### src/design/tts_pkg.sv
package tts_pkg;

  // item kinds carried in tuser
  localparam logic [1:0] KIND_PUT   = 2'd0;
  localparam logic [1:0] KIND_CLEAR = 2'd1;
  localparam logic [1:0] KIND_TICK  = 2'd2;
  localparam logic [1:0] KIND_FETCH = 2'd3;

  // character codes
  localparam logic [7:0] CODE_CR     = 8'h0d;
  localparam logic [7:0] CODE_SPACE  = 8'h20;
  localparam logic [7:0] CODE_LAST   = 8'h7f;
  localparam logic [6:0] CELL_SPACE  = 7'h20;
  localparam logic [6:0] CELL_CURSOR = 7'h40;

  // configuration register indexes and reset values
  localparam logic       REG_BLINK_ON  = 1'b0;
  localparam logic       REG_BLINK_OFF = 1'b1;
  localparam logic [5:0] BLINK_ON_RESET  = 6'd20;
  localparam logic [5:0] BLINK_OFF_RESET = 6'd10;

  // port widths
  localparam int S_DATA_W = 24;
  localparam int M_DATA_W = 24;

  typedef struct packed {
    logic load_item;   // latch the accepted item
    logic exec;        // run the item's action
    logic sweep_step;  // one cell of a scroll or fill sweep
    logic fill_all;    // sweep writes spaces everywhere
    logic out_load;    // capture the result
  } tts_cmd_t;

  typedef struct packed {
    logic [1:0] kind;
    logic       scroll_needed;
    logic       sweep_last;
    logic       out_free;
  } tts_status_t;

endpackage

### src/design/tts_ctrl.sv
module tts_ctrl import tts_pkg::*; (
  input  logic        clk,
  input  logic        rst,
  input  logic        s_tvalid,
  output logic        s_tready,
  input  tts_status_t status,
  output tts_cmd_t    cmd
);

  localparam logic [2:0] ST_INIT       = 3'd0;
  localparam logic [2:0] ST_INIT_DRAIN = 3'd1;
  localparam logic [2:0] ST_IDLE       = 3'd2;
  localparam logic [2:0] ST_EXEC       = 3'd3;
  localparam logic [2:0] ST_SWEEP      = 3'd4;
  localparam logic [2:0] ST_DRAIN      = 3'd5;
  localparam logic [2:0] ST_RESULT     = 3'd6;

  logic [2:0] state;
  logic [2:0] state_next;

  always_ff @(posedge clk) begin
    if (rst) begin
      state <= ST_INIT;
    end else begin
      state <= state_next;
    end
  end

  always_comb begin
    state_next = state;
    cmd        = '0;
    s_tready   = 1'b0;
    case (state)
      ST_INIT: begin
        cmd.sweep_step = 1'b1;
        cmd.fill_all   = 1'b1;
        if (status.sweep_last) state_next = ST_INIT_DRAIN;
      end
      ST_INIT_DRAIN: begin
        state_next = ST_IDLE;
      end
      ST_IDLE: begin
        s_tready      = 1'b1;
        cmd.load_item = s_tvalid;
        if (s_tvalid) state_next = ST_EXEC;
      end
      ST_EXEC: begin
        cmd.exec = 1'b1;
        if (status.kind == KIND_CLEAR || status.scroll_needed) begin
          state_next = ST_SWEEP;
        end else begin
          state_next = ST_RESULT;
        end
      end
      ST_SWEEP: begin
        cmd.sweep_step = 1'b1;
        cmd.fill_all   = (status.kind == KIND_CLEAR);
        if (status.sweep_last) state_next = ST_DRAIN;
      end
      ST_DRAIN: begin
        state_next = ST_RESULT;
      end
      ST_RESULT: begin
        cmd.out_load = status.out_free;
        if (status.out_free) state_next = ST_IDLE;
      end
      default: begin
        state_next = ST_INIT;
      end
    endcase
  end

endmodule

### config.mk
export PLATFORM = sky130hd
export DESIGN_NAME = tts_ctrl
export DESIGN_NICKNAME = d
export VERILOG_FILES = /design/src/design/tts_pkg.sv /design/src/design/tts_ctrl.sv
export SDC_FILE = /design/constraint.sdc
export NUM_CORES = 1
export LEC_CHECK = 0
export BUFFER_PORTS_ARGS = -buffer_cell sky130_fd_sc_hd__buf_2
export CORE_AREA = 2 2 39 41
export CTS_CLUSTER_SIZE = 40
export DETAILED_ROUTE_END_ITERATION = 7
export DIE_AREA = 0 0 41 43
export GPL_TIMING_DRIVEN = 0
export MAX_ROUTING_LAYER = met4
export PLACE_DENSITY_LB_ADDON = 0.05
export SYNTH_ARGS = -nofsm -noshare
export SYNTH_HDL_FRONTEND = slang
export SYNTH_SLANG_ARGS = --single-unit
### constraint.sdc
create_clock -name clk -period 1 [get_ports clk]
set_clock_uncertainty 0.15 [all_clocks]
set_input_delay 0.1 -clock clk [delete_from_list [all_inputs] [get_ports clk]]
set_output_delay 0.1 -clock clk [all_outputs]
set_load 0.02 [all_outputs]
Word level (Yosys, flattened, before mapping)
Index checks and enable logic that the tools add are counted.
{"block": "classes", "eq_ne": 11, "reduce_logical": 3, "muxes": 11}
{"op": "$pmux 3 s7", "count": 1}
{"op": "$mux 3", "count": 4}
{"op": "$eq 3x3->1 const B", "count": 3}
{"op": "$ne 2x2->1 const B", "count": 4}
{"op": "$eq 3x2->1 const B", "count": 2}
{"op": "$mux 1", "count": 4}
{"op": "$pmux 2 s2", "count": 1}
{"op": "$reduce_and 4->1", "count": 1}
{"op": "$eq 3x1->1 const B", "count": 1}
{"op": "$logic_not 3->1", "count": 1}
{"op": "$eq 2x1->1 const B", "count": 1}
{"op": "$mux 2", "count": 1}
{"op": "$logic_or 1x1->1", "count": 1}
{"block": "totals", "reg_bits": 3, "inputBits": 8, "out_inout_bits": 6, "wordCells": 26}

Longest topological paths before layout
Gate-level depths: netlist of the first run.
{"block": "depth", "word_depth": 4, "ltp_mapped": 3, "mapped_depth_nobuf": 3}

Least setup slack after synthesis of the first run
No wires, ideal clock.
{"block": "synth_timing", "kind": "register to output", "start": "register state[0]", "end": "output cmd[1] (netlist name)", "path_buffers": 0, "required_ns": 0.750, "slack_ns": -0.556, "arrival_time_ns": 1.306, "path_stages_with_launch": 3, "path_cell_list": "dfxtp_1 > nor2_1 > a21boi_0"}
{"element": "start, declared", "line_no": "tts_ctrl.sv:18", "source": "logic [2:0] state;"}
{"element": "start signal, assigned", "line_no": "tts_ctrl.sv:25", "source": "state <= state_next;"}
{"element": "end, declared", "line_no": "tts_ctrl.sv:7", "source": "output tts_cmd_t cmd"}

==> results of run 1 <==
## worst max path at each step
| stage | end |
|---|---|
| 2_1_floorplan | cmd[4] |
| 3_3_place_gp | cmd[4] |
| 3_5_place_dp | cmd[4] |
| 4_1_cts | cmd[4] |
| 5_1_grt | cmd[4] |
| 6_report | cmd[1] |
## routing by layer
layer,wire [um],up-vias
met3,21,0
met5,0,-
li1,-,118
met4,0,0
met1,201,105
met2,305,4
## power groups by stage
stage	sequential, uW	combinational, uW	clock (uW)
after floorplan	148	80.7	0
after global placement	152	116	0
after detailed placement	152	118	0
after CTS	146	159	224
after global routing	146	188	234
final	144	177	210
## worst register-to-register path: stages, from the launching register on
cell and delay, ps:
dfxtp_4 340, buf_4 110, and2b_1 170, a21oi_1 120, nor3_1 60
## through the flow
| step | util, % | std cells | setup TNS, ps | power (uW) | worst slack [ps] |
|---|---|---|---|---|---|
| 2_1_floorplan | - | 21 | -213 | 229 | -161 |
| 4_1_cts | 28.0 | 57 | -1880 | 530 | -380 |
| 3_3_place_gp | 21.1 | 50 | -401 | 268 | -187 |
| 6_report | 29.7 | 59 | -1800 | 531 | -357 |
| 5_1_grt | 29.7 | 59 | -2190 | 568 | -409 |
| 3_5_place_dp | 21.1 | 50 | -406 | 270 | -198 |
## cell usage in the layout, fill, tap and decap left out, drive strengths merged
master / instances
a21boi: 1
nor2b: 2
and2b: 1
nand2: 1
dfxtp: 3
buf: 17
clkbuf: 4
dlygate4sd3: 1
nor3: 2
a22oi: 1
nand2b: 1
nor2: 4
a21oi: 2
and2: 1
and4b: 1
o21ai: 1
## logic make-up after synthesis
| family | Yosys count | synth area share (%) |
|---|---|---|
| DFF | 3 | 34.0 |
| and+or+nand+nor | 13 | 48.9 |
| AOI/OAI and AO/OA | 5 | 17.0 |
## final cells by class
class                      instances  share of cell area (%)
tap                               16                    4.86
clock buffer                       4                    6.38
timing repair buffer              18                    34.0
sequential                         3                    17.3
multi-input combinational         18                    37.4
## timing repair
item                                    in CTS  in global routing
buffers inserted                             2                  2
hold endpoints to repair                     3                  0
hold buffers                                 1                  0
pin swaps                                    1                  2
resized for setup                           14                  2
cloned                                       0                  0
endpoints found under the setup margin       9                  9
==> flow_metrics.tcl, run 1 <==
set metrics [dict create \
    start_util_pct 12.7 \
    rows 14 \
    clockRootBuffer "clkbuf_4" \
    globalRouteOverflowTotal 0 \
    worst_r2r_path_depth 4 \
    critical_path.top_delay_family "flip-flops" \
    relSlewSlack_pct 87.4 \
    portBuffers 13 \
    ys_seq_area_share_pct 34.0 \
    fillers 163 \
    run_status "finished, violations left" \
    gr-usage-met3_pct 1.57 \
    grt_start_max_net_pins 8 \
    path_depth 4 \
    p_sw_share_pct 28.1 \
    ir_drop_uv 432 \
    rsz0062_at_grt "true" \
    syn_inst 21 \
    ys_seq_elements 3 \
    violations "setup timing" \
    p_int_uw 382 \
    fin_area_um2 412 \
    arrival_ps 1110 \
    cap_violations 0 \
    async_flop_share_pct 0 \
    yosysTopAreaCell "dfxtp_1" \
    period_needed_ps 1360 \
    multiInputGateArea_um2 154 \
    fp.dieH_um 43 \
    hold_viol_final 0 \
    register_area_um2 71.3 \
    switchingPower_uw 149 \
    routedWlPerCell_um 8.97 \
    drive_above_1_share_pct 74.4 \
    hpwl_um 404 \
    crit_buf_inv 2 \
    synth-edff-count 0 \
    io_pins 14 \
    p_comb_share_pct 33.4 \
    leakage_uw 0.000187 \
    grt_pass1_wl_um 855 \
    crit_required_ps 750 \
    cts_sinks 3 \
    nets 52 \
    avgViaCountPerCell 3.85 \
    grt_usage_pct 7.80 \
    criticalPathCategory "reg -> out" \
    reg2reg_from "state[1]$_SDFFE_PP0P_" \
    worst_hold_startpoint "s_tvalid" \
    ant_nets 0 \
    largest_register_ffs 3 \
    grt_util_met1_pct 7.67 \
    drt-total-wl_um 529 \
    place_congestion 0.587 \
    crit_path_max_incr_delay_ps 340 \
    antenna_found_initial 0 \
    synth.most_common_cell "nor2_1" \
    worstPathMaxFanout 3 \
    drc 0 \
    critical-path-slowest-cell "dfxtp_4" \
    largestRegisters "state (3)" \
    diodes 0 \
    p_clk_share_pct 39.6 \
    cts_made_buffers 3 \
    core_area_mm2 0.00138 \
    vias 227 \
    end_kind "primary output" \
    startpoint "state[1]$_SDFFE_PP0P_" \
    max_freq_mhz 737 \
    drv_slew 0 \
    p_seq_share_pct 27.1 \
    syn_area_um2 176 \
    synth.net_count 29 \
    worstSkewPairLatency_ps 230 \
    synth_ff_type "dfxtp_1" \
    r2r_slack_ps -70 \
    groute.layer.met2.usage_pct 11.6 \
    power_density_mw_per_mm2 1290 \
    setup_ws_ps -357 \
    fin_crit_sh_pct 136 \
    path_clk_slew_ps 40 \
    cp_cell_sequence "buf_4, nor2_4, a21boi_4, buf_6" \
    grt_pass1_vias 243 \
    grt_busiest_layer "met2" \
    die_x_um 41 \
    ys_types 13 \
    whs_path_depth 3 \
    cts_tree "built" \
    post_dp_cell_area_um2 292 \
    top_register "state" \
    drt-pass1-iter-count 2 \
    whs_ps 30.1 \
    yosys-top-cells-area "dfxtp_1 (34%), nor2b_4 (16%), nor2_1 (8.5%), a21oi_1 (5.7%), and4b_1 (5.7%)" \
    hold_end "state[0]$_SDFFE_PP0P_" \
    worstHoldPathType "in -> reg" \
    h-tree-depth 1 \
    synth_top_cell_area_share_pct 34.0 \
    avgSynthCellArea_um2 8.40 \
    startpoint_type "register" \
    dieArea_mm2 0.00176 \
    yosysWarningCount 0 \
    synth_common_cells "nor2_1 (4), dfxtp_1 (3), a21oi_1 (2), nor2b_4 (2), nor3_1 (2)" \
    cts_buffer_depth 2 \
    area_delta_synth_final_pct 133 \
    timing.rr.end "state[0]$_SDFFE_PP0P_" \
    drtIter0Drc 1 \
    finalSetupViolations 8 \
    tightestPinTransition_ps 187 \
]
No activity file was read; power rests on OpenSTA's default activity.
==> inputs of run 2 (changes only) <==
Settings changed: TNS_END_PERCENT from default to 30.
==> flow_metrics.tcl, run 2 (synthesis results as in run 1) <==
set metrics [dict create \
    rows 14 \
    cap_violations 0 \
    crit_path_max_incr_delay_ps 350 \
    final_common_cell "buf_2" \
    critical-path-slowest-cell "dfxtp_4" \
    ant_nets 0 \
    routedWlPerCell_um 8.32 \
    vias 219 \
    startpoint_type "register" \
    grt_pass1_wl_um 724 \
    rsz0062_at_grt "true" \
    globalRouteOverflowTotal 0 \
    drc 0 \
    worst_r2r_path_depth 4 \
    grt_pass1_vias 182 \
    crit_required_ps 750 \
    worstPathMaxFanout 3 \
    drtIter0Drc 3 \
    core_area_mm2 0.00138 \
    pre_cts_ws_ps -197 \
    criticalPathCategory "reg -> out" \
    end_kind "primary output" \
    cp_cell_sequence "nor2b_4, nor2b_4, and2_4, buf_6" \
    relSlewSlack_pct 88.5 \
    worstSkewPairLatency_ps 230 \
    hold_viol_final 0 \
    portBuffers 13 \
    arrival_ps 1100 \
    largestRegisters "state (3)" \
    drt-total-wl_um 474 \
    drt-pass1-iter-count 2 \
    io_pins 14 \
    finalSetupViolations 8 \
    grt_start_max_net_pins 8 \
    tightestPinTransition_ps 171 \
    r2r_slack_ps -100 \
    whs_path_depth 3 \
    crit_top_cell "nor2b_4" \
    drive_above_1_share_pct 68.3 \
    violations "setup timing" \
    leakage_uw 0.000174 \
    start_util_pct 12.7 \
    area_delta_synth_final_pct 112 \
    top_register "state" \
    cts_tree "built" \
    setup_ws_ps -353 \
    nets 50 \
    place_congestion 0.566 \
    final_cell_mix "buf_2 (8), buf_4 (4), nor2_1 (3), clkbuf_4 (3), buf_6 (3)" \
    path_clk_slew_ps 30 \
    h-tree-depth 1 \
    avgViaCountPerCell 3.84 \
    clockRootBuffer "clkbuf_4" \
    setup_tns_ps -1670 \
    largest_register_ffs 3 \
    worstHoldPathType "in -> reg" \
    max_freq_mhz 739 \
    cts_buffer_depth 2 \
    fp.dieH_um 43 \
    drv_slew 0 \
    antenna_found_initial 0 \
    cts_sinks 3 \
    ir_drop_uv 430 \
    die_x_um 41 \
    power_density_mw_per_mm2 1350 \
    grt_usage_pct 6.89 \
    diodes 0 \
    period_needed_ps 1350 \
    dieArea_mm2 0.00176 \
    cts_made_buffers 3 \
    fin_crit_sh_pct 135 \
    run_status "finished, violations left" \
]
run 2: per-layer routing:
metal / track usage [%] / wire, um / vias up
li1: - / - / 114
met5: - / 0 / -
met1: 7.05 / 182 / 99
met3: 3.14 / 39 / 0
met4: 8.00 / 0 / 0
met2: 8.44 / 253 / 6
run 2: power breakdown:
group	switching, uW	internal [uW]	total [uW]
Clock	57.4	149	207
Combinational	64.6	86.3	151
Sequential	17.1	130	147
run 2: cell type report:
| cell class | instances | area (um^2) |
|---|---|---|
| fill | 153 | 1010 |
| sequential | 3 | 68.8 |
| timing repair buffer | 16 | 114 |
| tap | 16 | 20.0 |
| clock buffer | 4 | 26.3 |
| multi-input combinational | 18 | 145 |
run 2: timing repair:
action                                  in CTS  in global routing
pin swaps                                    0                  1
gates resized for setup                     10                  2
endpoints found under the hold margin        3                  0
setup buffers                                2                  0
hold buffers                                 1                  0
endpoints found under the setup margin       9                  9
run 2: critical path: cells and delay by family, from the launching register on:
family | cells | cell delay [ps]
buf+inv | 1 | 100
flops | 1 | 350
simple gates | 3 | 420
run 2: worst paths after layout:
| kind | from | end |
|---|---|---|
| min | s_tvalid | state[0]$_SDFFE_PP0P_ |
| min reg2reg | state[0]$_SDFFE_PP0P_ | state[0]$_SDFFE_PP0P_ |
| max | state[1]$_SDFFE_PP0P_ | cmd[4] |
| max reg2reg | state[1]$_SDFFE_PP0P_ | state[2]$_SDFFE_PP0P_ |
run 2: metrics by stage:
stage	instance area, um^2	std cells	hold WS (ps)	power [uW]	utilization (%)
2_1_floorplan	203	21	15.0	227	-
3_3_place_gp	288	50	143	267	20.8
3_5_place_dp	288	50	153	267	20.8
4_1_cts	367	57	51.6	512	26.5
5_1_grt	374	57	34.8	547	27.0
6_report	374	57	33.2	504	27.0
==> inputs of run 3 (changes only) <==
Settings changed: PLACE_DENSITY from default to 0.48, PLACE_DENSITY_LB_ADDON 0.05 to default.
==> flow_metrics.tcl, run 3 (synthesis results as in run 1) <==
set metrics [dict create \
    final_common_cell "buf_2" \
    fin_crit_sh_pct 136 \
    ir_drop_uv 405 \
    diodes 0 \
    timing.rr.end "state[2]$_SDFFE_PP0P_" \
    dieArea_mm2 0.00176 \
    drv_slew 0 \
    crit_top_cell "nor2b_4" \
    setup.worst_path.end "cmd[4]" \
    relSlewSlack_pct 89.7 \
    worstHoldPathType "in -> reg" \
    drtIter0Drc 0 \
    fin_area_um2 389 \
    reg2reg_from "state[1]$_SDFFE_PP0P_" \
    clockRootBuffer "clkbuf_4" \
    h-tree-depth 1 \
    startpoint "state[1]$_SDFFE_PP0P_" \
    post_dp_cell_area_um2 288 \
    drt-pass1-iter-count 1 \
    finalSetupViolations 8 \
    worstSkewPairLatency_ps 230 \
    cts_made_buffers 3 \
    place_congestion 0.541 \
    hpwl_um 362 \
    start_util_pct 12.7 \
    top_register "state" \
    r2r_slack_ps -80 \
    io_pins 14 \
    drt-total-wl_um 468 \
    drc 0 \
    cts_buffer_depth 2 \
    area_delta_synth_final_pct 121 \
    leakage_uw 0.000183 \
    rows 14 \
    portBuffers 13 \
    setup_ws_ps -364 \
    die_x_um 41 \
    worstPathMaxFanout 3 \
    arrival_ps 1110 \
    criticalPathCategory "reg -> out" \
    startpoint_type "register" \
    crit_required_ps 750 \
    whs_ps 38.2 \
    tightestPinTransition_ps 154 \
    routedWlPerCell_um 8.07 \
    period_needed_ps 1360 \
    hold_viol_final 0 \
    run_status "finished, violations left" \
    cts_tree "built" \
    end_kind "primary output" \
    max_freq_mhz 733 \
    critical-path-slowest-cell "dfxtp_4" \
    power_density_mw_per_mm2 1330 \
    largest_register_ffs 3 \
    grt_pass1_vias 202 \
    cap_violations 0 \
    drive_above_1_share_pct 64.3 \
    grt_start_max_net_pins 8 \
    cp_cell_sequence "nor2b_4, nor2b_4, and2_4, buf_6" \
    path_clk_slew_ps 40 \
    cts_sinks 3 \
    grt_pass1_wl_um 703 \
    fin_util_pct 28.1 \
    vias 223 \
    avgViaCountPerCell 3.84 \
    violations "setup timing" \
    globalRouteOverflowTotal 0 \
    crit_path_max_incr_delay_ps 360 \
    worst_r2r_path_depth 4 \
    largestRegisters "state (3)" \
    antenna_found_initial 0 \
    nets 51 \
    ant_nets 0 \
    total_power_uw 517 \
    fp.dieH_um 43 \
    rsz0062_at_grt "true" \
    final_cell_mix "buf_2 (8), buf_4 (4)" \
    core_area_mm2 0.00138 \
    grt_usage_pct 6.89 \
]
[run 3: changes by cell type in the layout (fill, tap and decap cells not counted), sizes merged]
| cell | delta |
|---|---|
| buf | +1 |
[run 3: cell type report]
cell class | instances | area [um^2]
clock buffers | 4 | 26.3
fillers | 158 | 995
multi-input cells | 18 | 138
flip-flops and latches | 3 | 71.3
well taps | 16 | 20.0
repair buffers | 17 | 134
[run 3: power breakdown]
part / switching, uW / leakage, uW / internal [uW]
Combinational: 63.3 / 0.000141 / 97.8
Clock: 61.5 / 0.0000150 / 149
Sequential: 17.1 / 0.0000267 / 128
Total: 142 / 0.000183 / 375
[run 3: per-layer routing]
layer | track usage [%] | up-vias | wire length [um]
met5 | - | - | 0
met2 | 10.3 | 10 | 252
met4 | 8.00 | 0 | 0
met1 | 4.17 | 98 | 175
met3 | 4.71 | 0 | 40
li1 | - | 115 | -
[run 3: worst min path at each step]
| stage | startpoint | endpoint | cells past startpoint |
|---|---|---|---|
| global placement | rst | state[2]$_SDFFE_PP0P_ | 2 |
| floorplan | rst | state[2]$_SDFFE_PP0P_ | 1 |
| detailed placement | rst | state[2]$_SDFFE_PP0P_ | 2 |
| CTS | status[2] | state[1]$_SDFFE_PP0P_ | 4 |
| global route | status[2] | state[1]$_SDFFE_PP0P_ | 4 |
| finish | s_tvalid | state[0]$_SDFFE_PP0P_ | 3 |
[run 3: critical path: cells and delay by family (launching register included)]
| family | cells | cell delay [ps] |
|---|---|---|
| buf+inv | 1 | 100 |
| flops | 1 | 360 |
| simple gates | 3 | 420 |
[run 3: per-stage QoR]
stage          TNS (ps)  setup WS [ps]  cells
2_1_floorplan      -418           -161     21
3_3_place_gp       -846           -194     50
3_5_place_dp       -773           -192     50
4_1_cts           -1940           -376     58
5_1_grt           -2250           -429     58
6_report          -1810           -364     58
[run 3: timing repair]
action,in CTS,in global routing
setup endpoints to repair,9,8
hold buffers,1,0
pin swaps,0,1
endpoints found under the hold margin,3,0
setup buffers,3,0
resized for setup,9,2
